### config.mk
export PLATFORM = sky130hd
export DESIGN_NAME = iq_dc_block_scale_decimate_flat
export DESIGN_NICKNAME = d
export VERILOG_FILES = /design/src/hw/rtl/iqdc_pkg.sv /design/src/hw/rtl/iqdc_in_if.sv /design/src/hw/rtl/iqdc_out_if.sv /design/src/hw/rtl/iq_dc_block_scale_decimate.sv /design/src/flat_wrapper.sv
export VERILOG_INCLUDE_DIRS = /design/src /design/src/hw/rtl
export SDC_FILE = /design/constraint.sdc
export NUM_CORES = 1
export LEC_CHECK = 0
export CORE_MARGIN = 4
export CORE_UTILIZATION = 30
export DETAILED_ROUTE_END_ITERATION = 7
export DONT_BUFFER_PORTS = 1
export GPL_ROUTABILITY_DRIVEN = 0
export GPL_TIMING_DRIVEN = 0
export PLACE_DENSITY = 0.55
export SETUP_SLACK_MARGIN = 0.5
export SYNTH_ARGS = -nofsm -noshare
export SYNTH_HDL_FRONTEND = slang
export SYNTH_SLANG_ARGS = --single-unit
### constraint.sdc
create_clock -name clk -period 16.4 [get_ports clk]
set_clock_uncertainty 0.2 [all_clocks]
set_input_delay 0 -clock clk [delete_from_list [all_inputs] [get_ports clk]]
set_output_delay 0 -clock clk [all_outputs]
set_load 0.02 [all_outputs]
### src/hw/rtl/iq_dc_block_scale_decimate_macros.svh
// Assertion macros for the I/Q DC blocker, scaler and decimator.
`ifndef IQ_DC_BLOCK_SCALE_DECIMATE_MACROS_SVH
`define IQ_DC_BLOCK_SCALE_DECIMATE_MACROS_SVH

// The consequent must hold in the same cycle as the antecedent.
`define IQDC_ASSERT_SAME(label, clk, rst_n, ante, cons) \
  label: assert property (@(posedge clk) disable iff (!rst_n) (ante) |-> (cons)) \
    else $error("iqdc assertion failed");

// The consequent must hold in the cycle after the antecedent.
`define IQDC_ASSERT_NEXT(label, clk, rst_n, ante, cons) \
  label: assert property (@(posedge clk) disable iff (!rst_n) (ante) |=> (cons)) \
    else $error("iqdc assertion failed");

`endif

### src/hw/rtl/iqdc_pkg.sv
// Package with types, constants and datapath functions of the I/Q conditioner.
`timescale 1ns / 1ps

package iqdc_pkg;

  localparam int SAMPLE_BITS = 16;
  localparam int DIFF_W      = SAMPLE_BITS + 1;
  localparam int GAIN_W      = 4;
  localparam int MAX_GAIN    = (1 << GAIN_W) - 1;
  localparam int WIDE_W      = DIFF_W + MAX_GAIN;
  localparam int DCS_W       = 5;
  localparam int RATE_W      = 26;
  localparam int CFG_IDX_W   = 3;

  typedef logic signed [SAMPLE_BITS-1:0] samp_t;
  typedef logic signed [DIFF_W-1:0]      diff_t;
  typedef logic signed [WIDE_W-1:0]      wide_t;
  typedef logic [GAIN_W-1:0]             gain_t;
  typedef logic [DCS_W-1:0]              dcs_t;
  typedef logic [RATE_W-1:0]             rate_t;
  typedef logic [CFG_IDX_W-1:0]          cfg_idx_t;

  // Register indexes of the configuration port.
  localparam cfg_idx_t REG_DC_EN    = 3'd0;
  localparam cfg_idx_t REG_DC_SHIFT = 3'd1;
  localparam cfg_idx_t REG_GAIN     = 3'd2;
  localparam cfg_idx_t REG_TGT_RATE = 3'd3;
  localparam cfg_idx_t REG_IN_RATE  = 3'd4;

  // Reset values of the registers.
  localparam logic  RST_DC_EN    = 1'b1;
  localparam dcs_t  RST_DC_SHIFT = 5'd12;
  localparam gain_t RST_GAIN     = 4'd4;
  localparam rate_t RST_TGT_RATE = 26'd1000000;
  localparam rate_t RST_IN_RATE  = 26'd2500000;

  localparam dcs_t DC_SHIFT_MIN = 5'd1;
  localparam dcs_t DC_SHIFT_MAX = 5'd20;

  localparam samp_t SAT_MAX = {1'b0, {(SAMPLE_BITS-1){1'b1}}};
  localparam samp_t SAT_MIN = {1'b1, {(SAMPLE_BITS-1){1'b0}}};

  typedef struct packed {
    samp_t est;
    diff_t diff;
  } dc_res_t;

  function automatic dcs_t clamp_dc_shift(dcs_t s);
    if (s < DC_SHIFT_MIN) begin
      return DC_SHIFT_MIN;
    end else if (s > DC_SHIFT_MAX) begin
      return DC_SHIFT_MAX;
    end
    return s;
  endfunction

  // Move the estimate toward the sample by the floored, shifted difference,
  // then subtract the new estimate from the sample.
  function automatic dc_res_t dc_remove(samp_t x, samp_t est, dcs_t s);
    diff_t   d;
    diff_t   step;
    diff_t   est_new;
    dc_res_t r;
    d       = diff_t'(x) - diff_t'(est);
    step    = d >>> s;
    est_new = diff_t'(est) + step;
    r.est   = est_new[SAMPLE_BITS-1:0];
    r.diff  = diff_t'(x) - diff_t'(r.est);
    return r;
  endfunction

  // Shift left into a wide word and saturate back to a sample.
  function automatic samp_t scale_sat(diff_t v, gain_t g);
    wide_t w;
    w = wide_t'(v) <<< g;
    if (w[WIDE_W-1:SAMPLE_BITS-1] == {(WIDE_W-SAMPLE_BITS+1){1'b0}} ||
        w[WIDE_W-1:SAMPLE_BITS-1] == {(WIDE_W-SAMPLE_BITS+1){1'b1}}) begin
      return w[SAMPLE_BITS-1:0];
    end
    return w[WIDE_W-1] ? SAT_MIN : SAT_MAX;
  endfunction

endpackage

### src/hw/rtl/iqdc_in_if.sv
// Stream interface that carries raw I/Q sample words into the block.
`timescale 1ns / 1ps

interface iqdc_in_if;
  logic                  valid;
  logic                  ready;
  iqdc_pkg::samp_t       raw_i;
  iqdc_pkg::samp_t       raw_q;

  modport source (output valid, output raw_i, output raw_q, input ready);
  modport sink   (input valid, input raw_i, input raw_q, output ready);
endinterface

### src/hw/rtl/iqdc_out_if.sv
// Stream interface that carries conditioned I/Q sample words out of the block.
`timescale 1ns / 1ps

interface iqdc_out_if;
  logic                  valid;
  logic                  ready;
  iqdc_pkg::samp_t       i_sample;
  iqdc_pkg::samp_t       q_sample;

  modport source (output valid, output i_sample, output q_sample, input ready);
  modport sink   (input valid, input i_sample, input q_sample, output ready);
endinterface

### src/hw/rtl/iq_dc_block_scale_decimate.sv
// Top level of the I/Q DC blocker, gain shifter and fractional decimator.
//
// Usage: raw I/Q sample words enter on in_ch (valid/ready) and conditioned
// words leave on out_ch (valid/ready). Each word may lose its DC part, is
// shifted left by the gain setting and saturated, and is then kept or dropped
// by the rate phase accumulator, so an input word gives zero or one output.
// Registers are written through cfg_valid/cfg_index/cfg_data; cfg_ready is
// always high, and writes are meant to happen while the block is idle.
// Data path: a word taken into the input register is computed from it and,
// once the output register is free or emptying, lands in the output register
// if the decimator keeps it, which then shows its result.
// Throughput: one word per cycle while out_ch.ready holds high. The DC estimate
// update (subtract, shift, add) is a feedback loop through the estimate registers and sets that figure.
// Reset: synchronous, active low; registers return to their default values,
// the DC estimates and the rate phase clear to zero, and both stages empty.
// Stall: while out_ch.ready is low the output register holds its word; the
// input register still takes one more word, and in_ch.ready drops after that
// until the output is taken.
`timescale 1ns / 1ps
`include "iq_dc_block_scale_decimate_macros.svh"

module iq_dc_block_scale_decimate (
  input  logic                       clk,
  input  logic                       rst_n,
  iqdc_in_if.sink                    in_ch,
  iqdc_out_if.source                 out_ch,
  input  logic                       cfg_valid,
  output logic                       cfg_ready,
  input  iqdc_pkg::cfg_idx_t         cfg_index,
  input  iqdc_pkg::rate_t            cfg_data
);

  // Configuration registers.
  logic                dc_en_r;
  iqdc_pkg::dcs_t      dc_shift_r;
  iqdc_pkg::gain_t     gain_r;
  iqdc_pkg::rate_t     tgt_rate_r;
  iqdc_pkg::rate_t     in_rate_r;

  // Filter and rate state.
  iqdc_pkg::samp_t     est_i_r, est_i_nxt;
  iqdc_pkg::samp_t     est_q_r, est_q_nxt;
  iqdc_pkg::rate_t     phase_r, phase_nxt;

  // Input register.
  logic                s1_valid_r;
  iqdc_pkg::samp_t     s1_i_r, s1_q_r;

  // Output register.
  logic                out_valid_r;
  iqdc_pkg::samp_t     out_i_r, out_i_nxt;
  iqdc_pkg::samp_t     out_q_r, out_q_nxt;

  logic                in_acc;
  logic                s1_adv;
  logic                decim_on;
  logic                send;
  iqdc_pkg::dcs_t      dcs;
  iqdc_pkg::dc_res_t   res_i, res_q;
  iqdc_pkg::diff_t     diff_i, diff_q;
  logic [iqdc_pkg::RATE_W:0] phase_sum, phase_sub;
  logic                phase_wrap;

  assign cfg_ready = 1'b1;

  // The input word moves on whenever the output register is free or emptying.
  assign s1_adv       = s1_valid_r && (!out_valid_r || out_ch.ready);
  assign in_ch.ready  = !s1_valid_r || s1_adv;
  assign in_acc       = in_ch.valid && in_ch.ready;

  assign out_ch.valid    = out_valid_r;
  assign out_ch.i_sample = out_i_r;
  assign out_ch.q_sample = out_q_r;

  // DC removal; with blocking off the sample passes unchanged.
  always_comb begin
    dcs   = iqdc_pkg::clamp_dc_shift(dc_shift_r);
    res_i = iqdc_pkg::dc_remove(s1_i_r, est_i_r, dcs);
    res_q = iqdc_pkg::dc_remove(s1_q_r, est_q_r, dcs);
    if (dc_en_r) begin
      diff_i    = res_i.diff;
      diff_q    = res_q.diff;
      est_i_nxt = res_i.est;
      est_q_nxt = res_q.est;
    end else begin
      diff_i    = iqdc_pkg::diff_t'(s1_i_r);
      diff_q    = iqdc_pkg::diff_t'(s1_q_r);
      est_i_nxt = est_i_r;
      est_q_nxt = est_q_r;
    end
    out_i_nxt = iqdc_pkg::scale_sat(diff_i, gain_r);
    out_q_nxt = iqdc_pkg::scale_sat(diff_q, gain_r);
  end

  // Fractional decimation: keep a word when the phase reaches in_rate; keep all words when off.
  always_comb begin
    decim_on   = (tgt_rate_r != '0) && (in_rate_r != '0) && (tgt_rate_r < in_rate_r);
    phase_sum  = {1'b0, phase_r} + {1'b0, tgt_rate_r};
    phase_sub  = phase_sum - {1'b0, in_rate_r};
    phase_wrap = phase_sum >= {1'b0, in_rate_r};
    if (!decim_on) begin
      phase_nxt = phase_r;
    end else if (phase_wrap) begin
      phase_nxt = phase_sub[iqdc_pkg::RATE_W-1:0];
    end else begin
      phase_nxt = phase_sum[iqdc_pkg::RATE_W-1:0];
    end
    send = !decim_on || phase_wrap;
  end

  always_ff @(posedge clk) begin
    if (!rst_n) begin
      dc_en_r    <= iqdc_pkg::RST_DC_EN;
      dc_shift_r <= iqdc_pkg::RST_DC_SHIFT;
      gain_r     <= iqdc_pkg::RST_GAIN;
      tgt_rate_r <= iqdc_pkg::RST_TGT_RATE;
      in_rate_r  <= iqdc_pkg::RST_IN_RATE;
    end else if (cfg_valid && cfg_ready) begin
      unique case (cfg_index)
        iqdc_pkg::REG_DC_EN:    dc_en_r    <= cfg_data[0];
        iqdc_pkg::REG_DC_SHIFT: dc_shift_r <= cfg_data[iqdc_pkg::DCS_W-1:0];
        iqdc_pkg::REG_GAIN:     gain_r     <= cfg_data[iqdc_pkg::GAIN_W-1:0];
        iqdc_pkg::REG_TGT_RATE: tgt_rate_r <= cfg_data;
        iqdc_pkg::REG_IN_RATE:  in_rate_r  <= cfg_data;
        default: begin
        end
      endcase
    end
  end

  always_ff @(posedge clk) begin
    if (!rst_n) begin
      est_i_r     <= '0;
      est_q_r     <= '0;
      phase_r     <= '0;
      s1_valid_r  <= 1'b0;
      out_valid_r <= 1'b0;
    end else begin
      if (s1_adv) begin
        est_i_r <= est_i_nxt;
        est_q_r <= est_q_nxt;
        phase_r <= phase_nxt;
      end
      if (in_acc) begin
        s1_valid_r <= 1'b1;
      end else if (s1_adv) begin
        s1_valid_r <= 1'b0;
      end
      if (s1_adv && send) begin
        out_valid_r <= 1'b1;
      end else if (out_ch.ready) begin
        out_valid_r <= 1'b0;
      end
    end
  end

  // Payload registers carry no reset.
  always_ff @(posedge clk) begin
    if (in_acc) begin
      s1_i_r <= in_ch.raw_i;
      s1_q_r <= in_ch.raw_q;
    end
    if (s1_adv && send) begin
      out_i_r <= out_i_nxt;
      out_q_r <= out_q_nxt;
    end
  end

  // Without decimation every word that leaves the input register is shown.
  `IQDC_ASSERT_NEXT(a_pass_all, clk, rst_n, s1_adv && !decim_on, out_valid_r)
  // The estimates only move when a word is processed with blocking on.
  `IQDC_ASSERT_NEXT(a_est_hold, clk, rst_n, !(s1_adv && dc_en_r),
                    $stable(est_i_r) && $stable(est_q_r))
  // The rate phase only moves when a word is processed with decimation on.
  `IQDC_ASSERT_NEXT(a_phase_hold, clk, rst_n, !(s1_adv && decim_on), $stable(phase_r))
  // A full input register with a stalled output blocks new words.
  `IQDC_ASSERT_SAME(a_back_press, clk, rst_n, s1_valid_r && out_valid_r && !out_ch.ready,
                    !in_ch.ready)

endmodule

### src/flat_wrapper.sv
// flat-port wrapper written by rule: the top's interface ports become plain ports
module iq_dc_block_scale_decimate_flat 
  (clk, rst_n, cfg_valid, cfg_ready, cfg_index, cfg_data, in_ch_valid, in_ch_raw_i, in_ch_raw_q, in_ch_ready, out_ch_valid, out_ch_i_sample, out_ch_q_sample, out_ch_ready);
  iqdc_in_if in_ch_i ();
  iqdc_out_if out_ch_i ();
  input  logic clk;
  input  logic rst_n;
  input  logic cfg_valid;
  output logic cfg_ready;
  input  iqdc_pkg::cfg_idx_t cfg_index;
  input  iqdc_pkg::rate_t cfg_data;
  input wire logic [$bits(in_ch_i.valid)-1:0] in_ch_valid;
  input wire logic [$bits(in_ch_i.raw_i)-1:0] in_ch_raw_i;
  input wire logic [$bits(in_ch_i.raw_q)-1:0] in_ch_raw_q;
  output wire logic [$bits(in_ch_i.ready)-1:0] in_ch_ready;
  output wire logic [$bits(out_ch_i.valid)-1:0] out_ch_valid;
  output wire logic [$bits(out_ch_i.i_sample)-1:0] out_ch_i_sample;
  output wire logic [$bits(out_ch_i.q_sample)-1:0] out_ch_q_sample;
  input wire logic [$bits(out_ch_i.ready)-1:0] out_ch_ready;
  assign in_ch_i.valid = in_ch_valid;
  assign in_ch_i.raw_i = in_ch_raw_i;
  assign in_ch_i.raw_q = in_ch_raw_q;
  assign in_ch_ready = in_ch_i.ready;
  assign out_ch_valid = out_ch_i.valid;
  assign out_ch_i_sample = out_ch_i.i_sample;
  assign out_ch_q_sample = out_ch_i.q_sample;
  assign out_ch_i.ready = out_ch_ready;
  iq_dc_block_scale_decimate u_core (.clk(clk), .rst_n(rst_n), .in_ch(in_ch_i), .out_ch(out_ch_i), .cfg_valid(cfg_valid), .cfg_ready(cfg_ready), .cfg_index(cfg_index), .cfg_data(cfg_data));
endmodule
# Yosys cells after proc, flatten, opt, wreduce, memory -nomap -nowiden
# Cells that the tools add are included.
dict set report word_totals {
  elab_cells 83
  inputBits 66
  out_inout_bits 35
  register_bits 186
}
dict set report op_classes {
  n_eq_ne 6
  mux 20
  magnitude_cmp 4
  n_addsub 8
  n_shift 4
  n_reduce_logical 27
}
# cell count
set ops {}
lappend ops {{$mux W16} 6}
lappend ops {{$sub A16 B16 Y17} 4}
lappend ops {{$sshl A17 B4 Y32} 2}
lappend ops {{$reduce_bool A26 Y1} 2}
lappend ops {{$eq A17 B17 Y1 const B} 2}
lappend ops {{$logic_not A17 Y1} 2}
lappend ops {{$mux W17} 2}
lappend ops {{$sshr A17 B5 Y16} 2}
lappend ops {{$add A16 B16 Y16} 2}
lappend ops {{$add A26 B26 Y27} 1}
lappend ops {{$ge A27 B26 Y1} 1}
lappend ops {{$lt A26 B26 Y1} 1}
lappend ops {{$mux W26} 1}
lappend ops {{$sub A26 B26 Y26} 1}
lappend ops {{$mux W5} 3}
lappend ops {{$reduce_and A2 Y1} 7}
lappend ops {{$mux W1} 8}
lappend ops {{$eq A3 B2 Y1 const B} 2}
lappend ops {{$gt A5 B5 Y1 const B} 1}
lappend ops {{$logic_and A1 B1 Y1} 5}
lappend ops {{$logic_or A1 B1 Y1} 5}
lappend ops {{$lt A5 B1 Y1 const B} 1}
lappend ops {{$reduce_bool A2 Y1} 2}
lappend ops {{$eq A3 B1 Y1 const B} 1}
lappend ops {{3 further kinds} 5}

# Longest topological paths before layout
dict set report depth {
  word_depth 13
  ltp_mapped 45
  mapped_depth_nobuf 43
}

# Least setup slack after synthesis
# Ideal clock, no wire load.
dict set report synth_path {
  path_kind {reg2reg}
  start {reg u_core.s1_i_r[2]}
  end {reg u_core.out_i_r[5], in the netlist u_core.out_ch.i_sample[5], data pin}
  period_less_slack_ps 8865
  slack_ps 7535
  path_buffers 1
  t_arrival_ps 8391
  path_stages_with_launch 36
  setup_time_ps 274
  path_cell_list {edfxtp_1 > ha_1 > nor2b_1 > o21ai_0 > a21boi_0 > o21ai_0 > a21boi_0 > o21ai_0 > a21boi_0 > o21ai_0 > a211oi_1 > o32ai_1 > nand2_1 > nand2_1 > o21ai_0 > a2111oi_0 > ha_1 > a21oi_1 > o22a_1 > a21oi_1 > xnor2_1 > ha_1 > or4_4 > o31a_1 > a21oi_1 > o311ai_2 > o2111a_1 > a2111o_1 > o21ai_1 > mux2i_1 > nor4b_2 > a221oi_1 > or4b_4 > o21ai_4 > buf_6 > o31ai_1}
}
dict set report synth_between {
  elab_chain_cells 10
}
# item line_no
set synth_lines {}
lappend synth_lines {{start, declared} iq_dc_block_scale_decimate.sv:47} ;# iqdc_pkg::samp_t s1_i_r, s1_q_r;
lappend synth_lines {{start signal, assigned} iq_dc_block_scale_decimate.sv:160} ;# s1_i_r <= in_ch.raw_i;
lappend synth_lines {{$sub A16 B16 Y17} iqdc_pkg.sv:64} ;# d = diff_t'(x) - diff_t'(est);
lappend synth_lines {{$sshr A17 B5 Y16} iqdc_pkg.sv:65} ;# step = d >>> s;
lappend synth_lines {{$add A16 B16 Y16} iqdc_pkg.sv:66} ;# est_new = diff_t'(est) + step;
lappend synth_lines {{$sub A16 B16 Y17} iqdc_pkg.sv:68} ;# r.diff = diff_t'(x) - diff_t'(r.est);
lappend synth_lines {{$mux W17 *} iq_dc_block_scale_decimate.sv:80} ;# if (dc_en_r) begin
lappend synth_lines {{$sshl A17 B4 Y32 *} iqdc_pkg.sv:75} ;# w = wide_t'(v) <<< g;
lappend synth_lines {{$eq A17 B17 Y1 / $logic_not A17 Y1 (equally long branches)} {iqdc_pkg.sv:77, iqdc_pkg.sv:76}}
lappend synth_lines {{$logic_or A1 B1 Y1} iqdc_pkg.sv:76} ;# if (w[WIDE_W-1:SAMPLE_BITS-1] == {(WIDE_W-SAMPLE_BITS+1){1'b0}} ||
lappend synth_lines {{$mux W1} iqdc_pkg.sv:76}
lappend synth_lines {{$mux W16 *} iqdc_pkg.sv:80} ;# return w[WIDE_W-1] ? SAT_MIN : SAT_MAX;
lappend synth_lines {{via u_core.out_i_nxt[5]} iq_dc_block_scale_decimate.sv:51} ;# iqdc_pkg::samp_t out_i_r, out_i_nxt;
lappend synth_lines {{end signal, assigned} iq_dc_block_scale_decimate.sv:164} ;# out_i_r <= out_i_nxt;
lappend synth_lines {{end, declared} iq_dc_block_scale_decimate.sv:51}
# The timed path passes the listed nets; every way through them passes the cells marked *. The select of a mux whose other input is x is not followed.
# A chain may end at the register's enable or synchronous reset.

# Worst setup path in the final report
dict set report layout_path {
  start {reg u_core.s1_i_r[0]}
  end {reg u_core.out_i_r[6], in the netlist u_core.out_ch.i_sample[6], data pin}
}
# Same word-level chain as after synthesis.

==> results.json <==
{
  "finalMaxSlewViolations": 0,
  "die_y_um": 259,
  "critPathCaptureType": "flip-flop",
  "finalWirelength_mm": 68.6,
  "use_met1": 0.249,
  "whs_ns": 0.0193,
  "avgRoutedWirePerCell_um": 20.0,
  "netSwitchingPower_uw": 1230,
  "final_cells": 3428,
  "drive_above_1_share": 0.0568,
  "synth_edf_count": 64,
  "initialDrtViolationCount": 1872,
  "synth_top_family_by_area": "compound AO/OA/AOI/OAI gates",
  "leakage_uw": 0.00853,
  "rsz0062_at_grt": "no",
  "relSlewSlack": 0.249,
  "timing.fmax_ghz": 0.0888,
  "grt_overflow": 0,
  "grtUsageTotal": 0.198,
  "cp_max_fo": 10,
  "peakVddDrop_v": 0.0000780,
  "synth.area.mux_share": 0.0518,
  "rows": 91,
  "worstSetupPathType": "reg2reg",
  "syn_area_per_cell_um2": 7.80,
  "drtAntennaViolNets": 0,
  "async_reset_ff_frac": 0,
  "syn2layout_area_growth_pct": 15.3,
  "vias_per_cell": 5.70,
  "clock-sinks": 186,
  "yosysTopAreaCellShare": 0.129,
  "synth-xor-area-share": 0.0443,
  "critPathMostFrequentCell": "o21ai_0",
  "setup-tns-final_ns": 0,
  "fillCellCount": 6527,
  "p_seq_frac": 0.225,
  "dp_hpwl_mm": 54.2,
  "power_frac_comb": 0.612,
  "initial_core_util": 0.305,
  "cts_setup_buffers": 0,
  "antenna_found_initial": 4,
  "setup_viol": 0,
  "synthAdderAreaFrac": 0.120,
  "cts_tree": "done",
  "cts-buffers-inserted": 17,
  "max_stage_delay_ns": 1.05,
  "use_met2": 0.343,
  "globalRouteMet3Util": 0.0304,
  "status": "finished, final reports clean",
  "worstSetupStartpointType": "flip-flop",
  "synth_flop_cell": "dfxtp_1",
  "dr.pass1.iters": 6,
  "grt_pass1_vias": 19083,
  "nets": 2817,
  "cap_viol_max_count": 0,
  "synth_area_leaders": "dfxtp_1 13%, ha_1 11%, edfxtp_1 10%",
  "clockBufferDepth": 2,
  "busiest_layer": "met2",
  "powerDensity_nw_per_um2": 119,
  "port_buffers": 0,
  "synth_compound_area_frac": 0.295,
  "rrSetupSlack_ns": 5.13,
  "io_pins": 101,
  "synthSimpleGateAreaFrac": 0.208,
  "hold_viol": 0,
  "drc": 0,
  "clockPowerShare": 0.163,
  "synth-seq-cells": 186,
  "syn_nets": 2671,
  "grt_start_max_net_pins": 33,
  "path_clk_slew_ns": 0.06,
  "htreeDepth": 4,
  "period_needed_ns": 11.27,
  "switching_share": 0.472,
  "hold_path_class": "in2out",
  "min_period_over_period": 0.687,
  "ctsHoldBuffers": 126,
  "num_vias": 19535,
  "tightestPinTransition_ns": 1.10,
  "netlist_area_um2": 19000,
  "crit_required_ns": 16.41,
  "synth_cell_types": 118,
  "yosys_warnings": 0,
  "regArea_um2": 4360,
  "clk_latency_ns": 0.50,
  "fp.coreArea_um2": 62200,
  "cts_resized": 0,
  "dp.cells": 3270,
  "synthCells": 2432,
  "cts-root-buf": "clkbuf_16",
  "yosysSeqAreaShare": 0.230,
  "internal-power_uw": 1370,
  "die_w_um": 259,
  "crit_slowest_cell": "a2111oi_0",
  "die-area_um2": 67300,
  "multi_input_area_um2": 13600,
  "grt_pass1_wl_mm": 106,
  "crit_arrival_ns": 11.28,
  "yosysTopAreaCell": "dfxtp_1"
}
## metal layers
metal  part of all wire  routed length, um
met1               0.42              29100
met4              0.037               2540
met5                  0                  0
met3              0.063               4310
met2               0.48              32700
## area by class of cell
cell class	instances	area share
multi-input cells	2000	0.624
flip-flops and latches	186	0.199
repair buffers	127	0.0586
well taps	837	0.0479
plain buffers	118	0.0223
inverters	128	0.0220
clock buffers	21	0.0210
clock inverters	10	0.00503
diodes	1	0.000114
## placed cells by master (no fill, tap or decap), types with 10 or more instances in the layout
cell type / n
xor2_1: 30
mux2_2: 14
clkbuf_16: 17
nor2b_1: 32
ha_1: 165
a21oi_1: 148
o21bai_1: 19
a211oi_1: 39
o211ai_1: 33
nand3_1: 57
o21ai_0: 159
nand2b_1: 23
a31oi_1: 50
o211a_1: 11
mux2i_1: 64
nand2_1: 339
nor2_1: 166
or3_1: 16
nand4_1: 19
dlygate4sd3_1: 126
clkbuf_1: 97
or2_2: 11
edfxtp_1: 64
nor3_1: 45
o21ai_1: 21
and2_1: 34
dfxtp_1: 122
inv_1: 125
nor4_1: 24
buf_1: 11
xnor2_1: 66
a21o_1: 52
o21a_1: 30
a311oi_1: 13
o31ai_1: 15
a21boi_0: 56
and3_1: 17
a211o_1: 10
## final timing paths
check / from / end / cells past startpoint
worst max-delay path: u_core.s1_i_r[0] / u_core.out_ch.i_sample[6] / 37
worst min-delay path: out_ch_ready / in_ch_ready / 2
worst max register to register: u_core.s1_i_r[0] / u_core.out_ch.i_sample[6] / 37
worst min register to register: u_core.in_rate_r[24] / u_core.in_rate_r[24] / 2
## sequential cells by signal, summed over array words and instances (netlist names)
register	count
u_core.s1_i_r	16
u_core.out_ch.valid	1
u_core.phase_r	26
u_core.s1_valid_r	1
u_core.est_i_r	16
u_core.out_ch.q_sample	16
u_core.tgt_rate_r	26
u_core.est_q_r	16
u_core.dc_shift_r	5
u_core.in_rate_r	26
u_core.dc_en_r	1
u_core.s1_q_r	16
u_core.out_ch.i_sample	16
u_core.gain_r	4
## through the flow
stage               utilization  power, uW  worst slack (ns)  instance area (um^2)
finish                    0.352       2600              5.13                 21900
CTS                       0.352       2580              5.23                 21900
global route              0.352       2780              4.37                 21900
detailed placement        0.322       2120              5.32                 20000
floorplan                     -       1750              7.54                 19000
global placement          0.322       2100              5.27                 20000
## power groups by stage
stage | clock [uW] | sequential, uW | combinational [uW]
2_1_floorplan | 0 | 579 | 1170
3_3_place_gp | 0 | 597 | 1500
3_5_place_dp | 0 | 597 | 1530
4_1_cts | 436 | 587 | 1560
5_1_grt | 450 | 590 | 1740
6_report | 423 | 586 | 1590
## Yosys cell counts (35+ instances only)
library cell and count:
nand2_1 339, nor2_1 167, ha_1 165, o21ai_0 159, a21oi_1 148, inv_1 125, dfxtp_1 122, clkbuf_1 95
xnor2_1 66, edfxtp_1 64, mux2i_1 64, nand3_1 57, a21boi_0 56, a21o_1 52, a31oi_1 50, nor3_1 45
a211oi_1 39, and2_1 35
## critical path: cells and delay by family, from the launching register on
family	cells	cell delay [ns]
XOR/XNOR	1	0.20
AO/OA/AOI/OAI	21	6.20
flip-flops	1	0.47
adder cells (fa/ha/maj)	4	1.08
buffers and inverters	2	0.33
AND/OR/NAND/NOR	9	2.47
## cell families after synthesis
logic type                 Yosys count
xor gates and xnor gates            96
DFF                                186
adders and majority gates          177
AOI/OAI and AO/OA                  806
and+or+nand+nor                    833
muxes                               87
other                                1
buffers and inverters              246
No activity file was read; power rests on OpenSTA's default activity.
